### src/rtl/kmp_pkg.sv
package kmp_pkg;

   // Longest pattern held, and the widths that follow from it
   localparam int MAX_PATTERN = 64;
   localparam int POS_W       = $clog2(MAX_PATTERN + 1);
   localparam int ADDR_W      = (MAX_PATTERN > 1) ? $clog2(MAX_PATTERN) : 1;

   localparam int SYM_W       = 8;
   localparam int COUNT_W     = 16;
   localparam logic [COUNT_W-1:0] COUNT_MAX = {COUNT_W{1'b1}};

   // Item kinds carried on tuser
   localparam logic KIND_PATTERN = 1'b0;
   localparam logic KIND_TEXT    = 1'b1;

   typedef enum logic [1:0] {
      ST_IDLE,
      ST_READ,
      ST_EVAL,
      ST_WAIT
   } state_type;

   // Result of one compare-and-fall-back step
   typedef struct packed {
      logic             fin;
      logic [POS_W-1:0] next;
   } step_res_type;

endpackage

### src/rtl/kmp_ram.sv
module kmp_ram #(
   parameter int WIDTH = 8,
   parameter int DEPTH = 64
) (
   input  logic                                     clock,
   input  logic                                     wr_en,
   input  logic [((DEPTH > 1) ? $clog2(DEPTH) : 1)-1:0] wr_addr,
   input  logic [WIDTH-1:0]                         wr_data,
   input  logic [((DEPTH > 1) ? $clog2(DEPTH) : 1)-1:0] rd_addr,
   output logic [WIDTH-1:0]                         rd_data
);

   logic [WIDTH-1:0] mem_ff [DEPTH];
   logic [WIDTH-1:0] rd_data_ff;

   // Write one entry, register the read
   always_ff @(posedge clock) begin
      if (wr_en) begin
         mem_ff[wr_addr] <= wr_data;
      end
      rd_data_ff <= mem_ff[rd_addr];
   end

   assign rd_data = rd_data_ff;

endmodule

### src/rtl/kmp_step.sv
module kmp_step (
   input  logic [kmp_pkg::POS_W-1:0]   cur,
   input  logic [kmp_pkg::SYM_W-1:0]   sym,
   input  logic [kmp_pkg::SYM_W-1:0]   pat_data,
   input  logic [kmp_pkg::POS_W-1:0]   fail_data,
   output kmp_pkg::step_res_type       res
);

   // Compare the stored byte; advance on a hit, fall back on a miss
   always_comb begin
      res.fin  = 1'b1;
      res.next = '0;
      if (pat_data == sym) begin
         res.next = cur + kmp_pkg::POS_W'(1);
      end else if (cur != '0) begin
         res.fin  = 1'b0;
         res.next = fail_data;
      end
   end

endmodule

### src/rtl/kmp_pattern_occurrence_counter.sv
// Knuth-Morris-Pratt occurrence counter. Pattern bytes (tuser = 0) are appended
// one at a time, up to 64, and each append computes its failure-table entry;
// tdata[8] set on a pattern byte starts a new pattern. Text bytes (tuser = 1)
// each give one result: tdata[0] says a full occurrence ends on that byte,
// tdata[16:1] is the saturating count of overlapping occurrences in the current
// text, and tlast echoes the input tlast. tdata[8] on a text byte, or any
// pattern byte, clears the count and the match position. The block works on
// one item at a time through a single compare/fall-back unit and two registered
// memories: each comparison is a memory read, then a compare. A pattern byte
// needs no comparison when it is the first or is dropped, and a text byte needs
// none with an empty pattern. A text byte may also wait for the result register
// to drain. Over a long text the comparisons average at most about two per byte.
module kmp_pattern_occurrence_counter (
   input  logic         clock,
   input  logic         reset,
   input  logic         req_tvalid,
   output logic         req_tready,
   input  logic [15:0]  req_tdata,  // [7:0] symbol, [8] first, [15:9] zero
   input  logic         req_tuser,  // kind
   input  logic         req_tlast,  // end_of_text
   output logic         rsp_tvalid,
   input  logic         rsp_tready,
   output logic [23:0]  rsp_tdata,  // [0] match_here, [16:1] match_count, [23:17] zero
   output logic         rsp_tlast   // last
);

   localparam int PW = kmp_pkg::POS_W;
   localparam int AW = kmp_pkg::ADDR_W;
   localparam int SW = kmp_pkg::SYM_W;
   localparam int CW = kmp_pkg::COUNT_W;

   kmp_pkg::state_type state_ff, state_in;
   logic [PW-1:0] len_ff, len_in;
   logic [PW-1:0] border_ff, border_in;
   logic [PW-1:0] pos_ff, pos_in;
   logic [CW-1:0] count_ff, count_in;
   logic          rsp_valid_ff, rsp_valid_in;

   logic [PW-1:0] cur_ff, cur_in;
   logic [SW-1:0] sym_ff, sym_in;
   logic          mode_ff, mode_in;
   logic          eot_ff, eot_in;
   logic          hit_ff, hit_in;
   logic          rsp_hit_ff, rsp_hit_in;
   logic [CW-1:0] rsp_count_ff, rsp_count_in;
   logic          rsp_last_ff, rsp_last_in;

   logic          pat_we;
   logic [AW-1:0] pat_waddr;
   logic [SW-1:0] pat_rdata;
   logic          fail_we;
   logic [AW-1:0] fail_waddr;
   logic [PW-1:0] fail_wdata;
   logic [PW-1:0] fail_rdata;
   logic [PW-1:0] cur_dec;

   logic [SW-1:0] req_symbol;
   logic          req_first;
   logic          req_fire;
   logic [PW-1:0] len_e, border_e;

   kmp_pkg::step_res_type step;

   assign req_symbol = req_tdata[SW-1:0];
   assign req_first  = req_tdata[SW];
   assign req_tready = (state_ff == kmp_pkg::ST_IDLE);
   assign req_fire   = req_tvalid && req_tready;
   assign cur_dec    = cur_ff - PW'(1);

   // Pattern bytes read at the current position, failure entries at the one before it
   kmp_ram #(.WIDTH(SW), .DEPTH(kmp_pkg::MAX_PATTERN)) u_pat_ram (
      .clock   (clock),
      .wr_en   (pat_we),
      .wr_addr (pat_waddr),
      .wr_data (req_symbol),
      .rd_addr (cur_ff[AW-1:0]),
      .rd_data (pat_rdata)
   );

   kmp_ram #(.WIDTH(PW), .DEPTH(kmp_pkg::MAX_PATTERN)) u_fail_ram (
      .clock   (clock),
      .wr_en   (fail_we),
      .wr_addr (fail_waddr),
      .wr_data (fail_wdata),
      .rd_addr (cur_dec[AW-1:0]),
      .rd_data (fail_rdata)
   );

   kmp_step u_step (
      .cur       (cur_ff),
      .sym       (sym_ff),
      .pat_data  (pat_rdata),
      .fail_data (fail_rdata),
      .res       (step)
   );

   // Hold control state
   always_ff @(posedge clock) begin
      if (reset) begin
         state_ff     <= kmp_pkg::ST_IDLE;
         len_ff       <= '0;
         border_ff    <= '0;
         pos_ff       <= '0;
         count_ff     <= '0;
         rsp_valid_ff <= 1'b0;
      end else begin
         state_ff     <= state_in;
         len_ff       <= len_in;
         border_ff    <= border_in;
         pos_ff       <= pos_in;
         count_ff     <= count_in;
         rsp_valid_ff <= rsp_valid_in;
      end
   end

   // Hold item and result payload
   always_ff @(posedge clock) begin
      cur_ff       <= cur_in;
      sym_ff       <= sym_in;
      mode_ff      <= mode_in;
      eot_ff       <= eot_in;
      hit_ff       <= hit_in;
      rsp_hit_ff   <= rsp_hit_in;
      rsp_count_ff <= rsp_count_in;
      rsp_last_ff  <= rsp_last_in;
   end

   assign len_e    = req_first ? '0 : len_ff;
   assign border_e = req_first ? '0 : border_ff;

   // Sequence accept, compare loop and result hand-off
   always_comb begin
      state_in     = state_ff;
      len_in       = len_ff;
      border_in    = border_ff;
      pos_in       = pos_ff;
      count_in     = count_ff;
      rsp_valid_in = rsp_valid_ff && !rsp_tready;
      cur_in       = cur_ff;
      sym_in       = sym_ff;
      mode_in      = mode_ff;
      eot_in       = eot_ff;
      hit_in       = hit_ff;
      rsp_hit_in   = rsp_hit_ff;
      rsp_count_in = rsp_count_ff;
      rsp_last_in  = rsp_last_ff;
      pat_we       = 1'b0;
      pat_waddr    = len_e[AW-1:0];
      fail_we      = 1'b0;
      fail_waddr   = len_ff[AW-1:0];
      fail_wdata   = step.next;

      unique case (state_ff)
         kmp_pkg::ST_IDLE: begin
            if (req_fire) begin
               sym_in  = req_symbol;
               mode_in = req_tuser;
               eot_in  = req_tlast;
               if (req_tuser == kmp_pkg::KIND_PATTERN) begin
                  pos_in    = '0;
                  count_in  = '0;
                  len_in    = len_e;
                  border_in = border_e;
                  if (len_e < PW'(kmp_pkg::MAX_PATTERN)) begin
                     pat_we = 1'b1;
                     if (len_e == '0) begin
                        // First byte: border is zero, no search
                        fail_we    = 1'b1;
                        fail_waddr = '0;
                        fail_wdata = '0;
                        border_in  = '0;
                        len_in     = PW'(1);
                     end else begin
                        cur_in   = border_e;
                        state_in = kmp_pkg::ST_READ;
                     end
                  end
               end else begin
                  pos_in   = req_first ? '0 : pos_ff;
                  count_in = req_first ? '0 : count_ff;
                  if (len_ff == '0) begin
                     // Empty pattern never matches
                     hit_in   = 1'b0;
                     state_in = kmp_pkg::ST_WAIT;
                  end else begin
                     cur_in   = req_first ? '0 : pos_ff;
                     state_in = kmp_pkg::ST_READ;
                  end
               end
            end
         end

         kmp_pkg::ST_READ: begin
            state_in = kmp_pkg::ST_EVAL;
         end

         kmp_pkg::ST_EVAL: begin
            if (!step.fin) begin
               cur_in   = step.next;
               state_in = kmp_pkg::ST_READ;
            end else if (mode_ff == kmp_pkg::KIND_PATTERN) begin
               // Store the new border and grow the pattern
               fail_we   = 1'b1;
               border_in = step.next;
               len_in    = len_ff + PW'(1);
               state_in  = kmp_pkg::ST_IDLE;
            end else begin
               if (step.next >= len_ff) begin
                  pos_in = border_ff;
                  hit_in = 1'b1;
                  if (count_ff != kmp_pkg::COUNT_MAX) begin
                     count_in = count_ff + CW'(1);
                  end
               end else begin
                  pos_in = step.next;
                  hit_in = 1'b0;
               end
               state_in = kmp_pkg::ST_WAIT;
            end
         end

         kmp_pkg::ST_WAIT: begin
            if (!rsp_valid_ff || rsp_tready) begin
               rsp_valid_in = 1'b1;
               rsp_hit_in   = hit_ff;
               rsp_count_in = count_ff;
               rsp_last_in  = eot_ff;
               state_in     = kmp_pkg::ST_IDLE;
            end
         end

         default: begin
            state_in = kmp_pkg::ST_IDLE;
         end
      endcase
   end

   assign rsp_tvalid = rsp_valid_ff;
   assign rsp_tdata  = {7'b0, rsp_count_ff, rsp_hit_ff};
   assign rsp_tlast  = rsp_last_ff;

   // Match position always lies inside the pattern
   a_pos_in_pattern: assert property (@(posedge clock) disable iff (reset)
      (pos_ff == '0) || (pos_ff < len_ff))
      else $error("match position outside pattern");

   // Border of the stored pattern is a proper border
   a_border_proper: assert property (@(posedge clock) disable iff (reset)
      (border_ff == '0) || (border_ff < len_ff))
      else $error("border not shorter than pattern");

   // Pattern never grows past the store
   a_len_bound: assert property (@(posedge clock) disable iff (reset)
      len_ff <= PW'(kmp_pkg::MAX_PATTERN))
      else $error("pattern length beyond store depth");

   // A reported occurrence comes with a nonzero count
   a_hit_counted: assert property (@(posedge clock) disable iff (reset)
      (rsp_valid_ff && rsp_hit_ff) |-> (rsp_count_ff != '0))
      else $error("occurrence reported with zero count");

endmodule
### config.mk
export PLATFORM = sky130hd
export DESIGN_NAME = kmp_pattern_occurrence_counter
export DESIGN_NICKNAME = d
export VERILOG_FILES = /design/src/rtl/kmp_pkg.sv /design/src/rtl/kmp_ram.sv /design/src/rtl/kmp_step.sv /design/src/rtl/kmp_pattern_occurrence_counter.sv
export SDC_FILE = /design/constraint.sdc
export NUM_CORES = 1
export LEC_CHECK = 0
export ABC_AREA = 0
export BUFFER_PORTS_ARGS = -buffer_cell sky130_fd_sc_hd__buf_4
export CAP_MARGIN = 20
export CORE_UTILIZATION = 55
export DETAILED_ROUTE_END_ITERATION = 16
export PLACE_DENSITY = 0.73
export RECOVER_POWER = 100
export SYNTH_ARGS = -nofsm -noshare
export SYNTH_HDL_FRONTEND = slang
export SYNTH_SLANG_ARGS = --single-unit
### constraint.sdc
create_clock -name clock -period 5.5 [get_ports clock]
set_clock_uncertainty 0.1 [all_clocks]
set_input_delay 0 -clock clock [delete_from_list [all_inputs] [get_ports clock]]
set_output_delay 0 -clock clock [all_outputs]
set_load 0.01 [all_outputs]
==> out/qor.yml, run 1 <==
viasPerCell: 6.37
grt_overflow: 0
htree_levels: 3
ctsResizeCount: 0
min_period_ns: 4.84
violations: "capacitance limit, slew limit"
worstMarginPinSlew_ns: 3.17
cellPowerDensity_nw_per_um2: 410
setup_viol: 0
vias: 20100
drtIter0Drc: 2181
ys_top_cells_by_area: "edfxtp_1 72%, mux4_2 16%, dfxtp_1 2.7%"
globalRouteMet1Util_pct: 33.4
worstSetupPathType: "reg2reg"
p_leak_nw: 14.0
clk_pin_slew_ns: 0.07
root_buffer: "clkbuf_16"
worstPathCellList: "nor3_1 -> o2111ai_1 -> or2_0 -> clkinv_1 -> nor2_2 -> buf_4"
slew-limit-headroom_pct: -111
fin_crit_sh_pct: 88.1
cts_made_buffers: 98
outcome: "complete, but fails checks"
die_w_um: 276
cts_setup_buffers: 0
drv_slew: 659
wl_per_cell_um: 27.5
drt-total-wl_mm: 86.9
drc: 0
ant_nets: 0
fill_cells: 4971
cts_tree: "yes"
syn_area_sq_um: 41300
cap_violations: 11
grt_antenna_before_repair: 1
fp.coreArea_sq_um: 74400
use_met2_pct: 37.4
critPathArrivalTime_ns: 5.16
critPathMaxStageDelay_ns: 1.09
clock-sinks: 1051
grt_pass1_vias: 20500
synth_seq_cells: 1051
power_mw: 18.8
grt_pass1_wl_mm: 131
ys_types: 65
start_util_pct: 55.5
met3_usage_pct: 4.24
cpMaxStageDelayCell: "nor2_2"
synth.top_cell.area_share_pct: 72.3
fmax_mhz: 206
fin_nets: 2144
holdBufCountCts: 19
yosysSeqAreaShare_pct: 75.0
drive_gt1_share_pct: 21.9
rsz0062_at_grt: "no"
die_h_um: 276
clk_latency_ns: 0.66
dr.pass1.iters: 5
top_usage_layer: "met2"
clockBufferDepth: 3
synthFlopType: "edfxtp_1"
yosysWarnings: 0
cp_data_required_time_ns: 5.82
grt_max_degree: 108
numPortBuffers: 34
avgSynthCellArea_sq_um: 20.5
crit_path_end_kind: "register"
place.gp.congestion: 0.895
num_io_pins: 49
hold_viol_final: 0
hp-class: "in2reg"
row_count: 100
async_flop_share_pct: 0
place_hpwl_mm: 51.9
start_kind: "register"
die-area_sq_um: 76300
grt_use_total_pct: 23.1
crit_fanout: 36
synth_top_area_cell: "edfxtp_1"
area_growth_pct: 10.7
synth_edf_count: 996
synthCells: 2016
peakVddDrop_mv: 0.279
setup_tns_ns: 0
antenna_cells: 0
stage by stage:
stage	hold WS [ns]	cells	instance area [sq um]	util, %	setup WS, ns
CTS	0.0956	3153	46000	61.8	1.15
global route	0.174	3155	45800	61.5	0.478
global placement	0.0806	2956	42700	57.4	1.21
detailed placement	0.0880	2958	42700	57.4	1.15
floorplan	-0.00113	2022	41400	-	1.19
finish	0.138	3155	45800	61.5	0.655
final timing paths:
check / startpoint / endpoint / slack [ns] / cells past startpoint
setup / recovery: len_ff[0] / u_fail_ram.mem_ff[1][0] / 0.66 / 6
hold / removal: rsp_tready / state_ff[1] / 0.14 / 5
setup reg to reg: len_ff[0] / u_fail_ram.mem_ff[1][0] / 0.66 / 6
hold reg to reg: eot_ff / rsp_tlast / 0.32 / 0
layer usage:
metal,vias up,wire [um]
li1,8511,-
met1,10500,35300
met2,924,42900
met3,126,7100
met4,0,1600
met5,-,0
layout make-up:
class,count,area (sq um),share of cell area [%]
clock inverter,48,453,0.989
sequential,1051,31000,67.7
inverter,22,82.6,0.180
clock buffer,128,2640,5.76
multi-input combinational,842,9800,21.4
tap,969,1210,2.65
timing repair buffer,95,587,1.28
layout by cell type (no fill, tap or decap), drive strengths merged, types with 2 or more instances in the layout:
cell | Yosys | layout
o2111ai | 2 | 2
a22oi | 24 | 24
a21oi | 40 | 40
dfxtp | 55 | 55
bufinv | 0 | 7
clkinv | 1 | 33
o31ai | 8 | 8
clkbuf | 38 | 184
nor2b | 8 | 8
or3 | 10 | 10
or4 | 9 | 9
conb | 1 | 7
clkinvlp | 0 | 6
nand3 | 35 | 35
a221oi | 2 | 2
mux4 | 300 | 300
nor2 | 164 | 164
nand4 | 11 | 11
nand2b | 5 | 5
mux2i | 16 | 16
nor3 | 17 | 17
inv | 21 | 24
and3 | 7 | 7
and4 | 2 | 2
o21ai | 21 | 21
edfxtp | 996 | 996
ha | 12 | 12
xnor2 | 13 | 13
nor4 | 4 | 4
or2 | 8 | 8
xor2 | 5 | 5
a31oi | 9 | 9
and2 | 4 | 4
a211oi | 5 | 5
a21boi | 2 | 2
buf | 69 | 20
dlygate4sd3 | 0 | 19
o22ai | 10 | 10
nand2 | 64 | 64
nor3b | 4 | 4
cell families (layout without fill, tap and decap cells):
kind of cell | Yosys count | count (layout) | share of synthesized area, %
AO/OA/AOI/OAI | 132 | 132 | 2.02
XOR/XNOR | 18 | 18 | 0.399
adder cells (fa/ha/maj) | 12 | 12 | 0.363
buffers and inverters | 129 | 293 | 1.46
flip-flops | 1051 | 1051 | 75.0
multiplexers | 317 | 317 | 16.8
other | 1 | 7 | 0.00907
AND/OR/NAND/NOR | 356 | 356 | 4.00
worst max-delay path: cells and delay by family (launching register included):
| family | cells | cell delay (ns) |
|---|---|---|
| compound gates | 1 | 0.88 |
| buf+inv | 2 | 1.10 |
| flops | 1 | 0.67 |
| simple gates | 3 | 1.82 |
power by group:
| group | switching, mW | leakage [nW] | internal, mW |
|---|---|---|---|
| registers | 0.0626 | 9.43 | 9.36 |
| clock network | 2.86 | 1.50 | 3.71 |
| logic | 1.72 | 3.09 | 1.05 |
| total | 4.64 | 14.0 | 14.1 |
cells in the mapped netlist (all sizes together), types with 2 or more instances:
library cell	count
a21oi	40
nor2	164
o31ai	8
a21boi	2
xor2	5
nor4	4
and2	4
nand2	64
and4	2
a211oi	5
or4	9
a31oi	9
dfxtp	55
o21ai	21
nor3	17
a221oi	2
edfxtp	996
a22oi	24
nor3b	4
or3	10
nand2b	5
mux4	300
buf	69
nand4	11
xnor2	13
o22ai	10
nor2b	8
o2111ai	2
ha	12
inv	21
mux2i	16
and3	7
or2	8
nand3	35
clkbuf	38
registers in the layout, summed over array words and instances (netlist names):
signal	cells
hit_ff	1
u_fail_ram.rd_data	7
u_pat_ram.mem_ff	512
eot_ff	1
rsp_count_ff	16
sym_ff	8
len_ff	7
count_ff	16
cur_ff	7
border_ff	7
rsp_hit_ff	1
state_ff	2
u_pat_ram.rd_data	8
rsp_tlast	1
mode_ff	1
rsp_tvalid	1
pos_ff	7
u_fail_ram.mem_ff	448
(Power assumes the default switching activity.)
==> run 2, diff against run 1 <==
CELL_PAD_IN_SITES_DETAIL_PLACEMENT = 2   (was default)
CELL_PAD_IN_SITES_GLOBAL_PLACEMENT = 2   (was default)
CORE_UTILIZATION = 50   (was 55)
PLACE_DENSITY = 0.81   (was 0.73)
==> run 2 against run 1 <==
  * The run now fails in detailed placement (3_5_place_dp)
  * Synthesized cell count stayed put
  * Area after synthesis stayed put
==> out/qor.yml, run 2 <==
synthFlopType: "edfxtp_1"
numPortBuffers: 34
ys_types: 65
async_flop_share_pct: 0
ys_top_cells_by_area: "edfxtp_1 72%, mux4_2 16%, dfxtp_1 2.7%"
synthCells: 2016
ys_top_cells_by_count: "996 x edfxtp_1, 300 x mux4_2, 163 x nor2_1, 64 x nand2_1, 55 x dfxtp_1"
outcome: "stopped before the end"
synth_top_area_cell: "edfxtp_1"
tool.error: "[ERROR DPL-0033] detailed placement checks failed during check placement."
yosysWarnings: 0
synth_edf_count: 996
yosysSeqAreaShare_pct: 75.0
syn_area_sq_um: 41300
synth_most_common_cell: "edfxtp_1"
synth_seq_cells: 1051
die_w_um: 290
row_count: 105
start_util_pct: 50.4
place.gp.congestion: 0.825
place_hpwl_mm: 89.8
synth.top_cell.area_share_pct: 72.3
failed_stage: "detailed placement (3_5_place_dp)"
num_io_pins: 49
avgSynthCellArea_sq_um: 20.5
die_h_um: 290
run 2: cell counts after synthesis:
No cell type changed its count.
run 2: metrics by stage:
step	instance area [sq um]	hold WS, ns	setup WS (ns)
3_3_place_gp	42900	0.0878	1.07
2_1_floorplan	41400	-0.00113	1.19
run 2: kinds of logic after synthesis:
| group | synth area share, % |
|---|---|
| DFF | 75.0 |
| and+or+nand+nor | 4.00 |
| muxes | 16.8 |
| AOI/OAI and AO/OA | 2.02 |
| buffers and inverters | 1.46 |
| xor gates and xnor gates | 0.399 |
| adders and majority gates | 0.363 |
| other | 0.00907 |
==> run 3, diff against run 2 <==
CELL_PAD_IN_SITES_DETAIL_PLACEMENT = default   (was 2)
CELL_PAD_IN_SITES_GLOBAL_PLACEMENT = default   (was 2)
CORE_UTILIZATION = 40   (was 50)
PLACE_DENSITY = default   (was 0.81)
PLACE_DENSITY_LB_ADDON = 0.15   (was default)
==> run 3 against run 2 <==
  * The flow now finishes, with violations (capacitance limit, slew limit)
==> out/qor.yml, run 3 (synthesis gave the netlist of run 1 again) <==
outcome: "complete, but fails checks"
violations: "capacitance limit, slew limit"
clk_latency_ns: 0.69
fin_crit_sh_pct: 86.9
cap_violations: 10
ant_nets: 0
grt_pass1_wl_mm: 139
hold_depth: 4
worstMarginPinSlew_ns: 3.24
hold_viol_final: 0
place.gp.congestion: 0.839
post-place-ws_ns: 1.31
fin_nets: 2158
clock-sinks: 1051
place_hpwl_mm: 56.6
drtIter0Drc: 1823
fmax_mhz: 209
crit_path_end_kind: "register"
fin_hold_ws_ns: 0.101
worstSetupPathType: "reg2reg"
start_kind: "register"
min_period_ns: 4.78
setup_tns_ns: 0
area_growth_pct: 13.4
crit_fanout: 25
die-area_sq_um: 105000
grt_antenna_before_repair: 3
numPortBuffers: 34
dpl.cell_count: 3365
highest_layer: "met5"
clk_pin_slew_ns: 0.07
vias: 19900
p_leak_nw: 14.3
cellPowerDensity_nw_per_um2: 421
mostFrequentLayoutCell: "edfxtp_1"
top_regs: "u_pat_ram.mem_ff (512), u_fail_ram.mem_ff (448)"
drc: 0
grt_overflow: 0
htree_levels: 3
fp.coreArea_sq_um: 102000
largest_register: "u_pat_ram.mem_ff"
grt_max_degree: 114
antenna_cells: 0
drv_slew: 658
cts_setup_buffers: 0
cts_tree: "yes"
met2WireLength_mm: 45.0
seqCellArea_sq_um: 31000
reg2reg_depth: 7
grt_pass1_vias: 20500
wl_met3_mm: 5.66
grt_use_total_pct: 18.3
power_mw: 19.7
rsz0062_at_grt: "no"
multi_input_area_sq_um: 9810
final_cell_mix: "996 x edfxtp_1, 300 x mux4_2, 156 x nor2_1"
root_buffer: "clkbuf_16"
hp-class: "in2reg"
wl_met1_mm: 41.3
peakVddDrop_mv: 0.232
fill_cells: 8637
largest_register_ffs: 512
fin_cells: 3584
wl_per_cell_um: 26.2
slew-limit-headroom_pct: -116
clockBufferDepth: 3
die_h_um: 324
dr.pass1.iters: 5
drive_gt1_share_pct: 23.4
cts_made_buffers: 109
die_w_um: 324
post-route-worst-setup-slack_ns: 0.719
setup_viol: 0
start_util_pct: 40.5
viasPerCell: 5.56
critPathArrivalTime_ns: 5.08
cp_data_required_time_ns: 5.80
row_count: 117
num_io_pins: 49
drt-total-wl_mm: 93.9
## run 3: worst max-delay path, cell delays in order, from the launching register on
cell	delay [ns]
dfxtp_1	0.79
nor3_1	0.22
nor2_1	0.57
or2_0	0.65
clkinv_1	0.21
clkbuf_1	0.64
nor2_4	0.74
clkbuf_2	0.54
## run 3: final timing paths
check,start,end,slack [ns]
worst max-delay path,len_ff[3],u_fail_ram.mem_ff[49][3],0.72
worst min-delay path,rsp_tready,rsp_tvalid,0.10
worst max register to register,len_ff[3],u_fail_ram.mem_ff[49][3],0.72
worst min register to register,eot_ff,rsp_tlast,0.33
## run 3: metrics by stage
step / util [%] / cell area, sq um
floorplan: - / 41400
global placement: 42.4 / 43300
detailed placement: 42.4 / 43300
CTS: 46.1 / 47100
global route: 45.9 / 46900
finish: 45.9 / 46900
## run 3: cell type report
| cell class | instances | area share, % |
|---|---|---|
| clock inverter | 69 | 1.65 |
| multi-input combinational | 842 | 20.9 |
| clock buffer | 134 | 6.13 |
| tap | 1368 | 3.65 |
| sequential | 1051 | 66.2 |
| timing repair buffer | 98 | 1.32 |
| inverter | 22 | 0.176 |
## run 3: routing by layer
metal,up-vias,global-route usage [%]
met2,608,29.1
met1,10600,25.9
li1,8565,-
met4,6,4.96
met5,-,0
met3,139,3.41
## run 3: what timing repair did
action                                  in CTS  in global routing
hold endpoints to repair                   593                  0
hold buffers                                16                  0
endpoints found under the setup margin       0                  0
resized for setup                            0                  0
## run 3: power breakdown
part | leakage, nW | total, mW | switching (mW) | internal (mW)
combinational | 3.13 | 2.86 | 1.80 | 1.06
clock | 1.79 | 7.45 | 3.06 | 4.39
sequential | 9.43 | 9.41 | 0.0634 | 9.35
total | 14.3 | 19.7 | 4.92 | 14.8
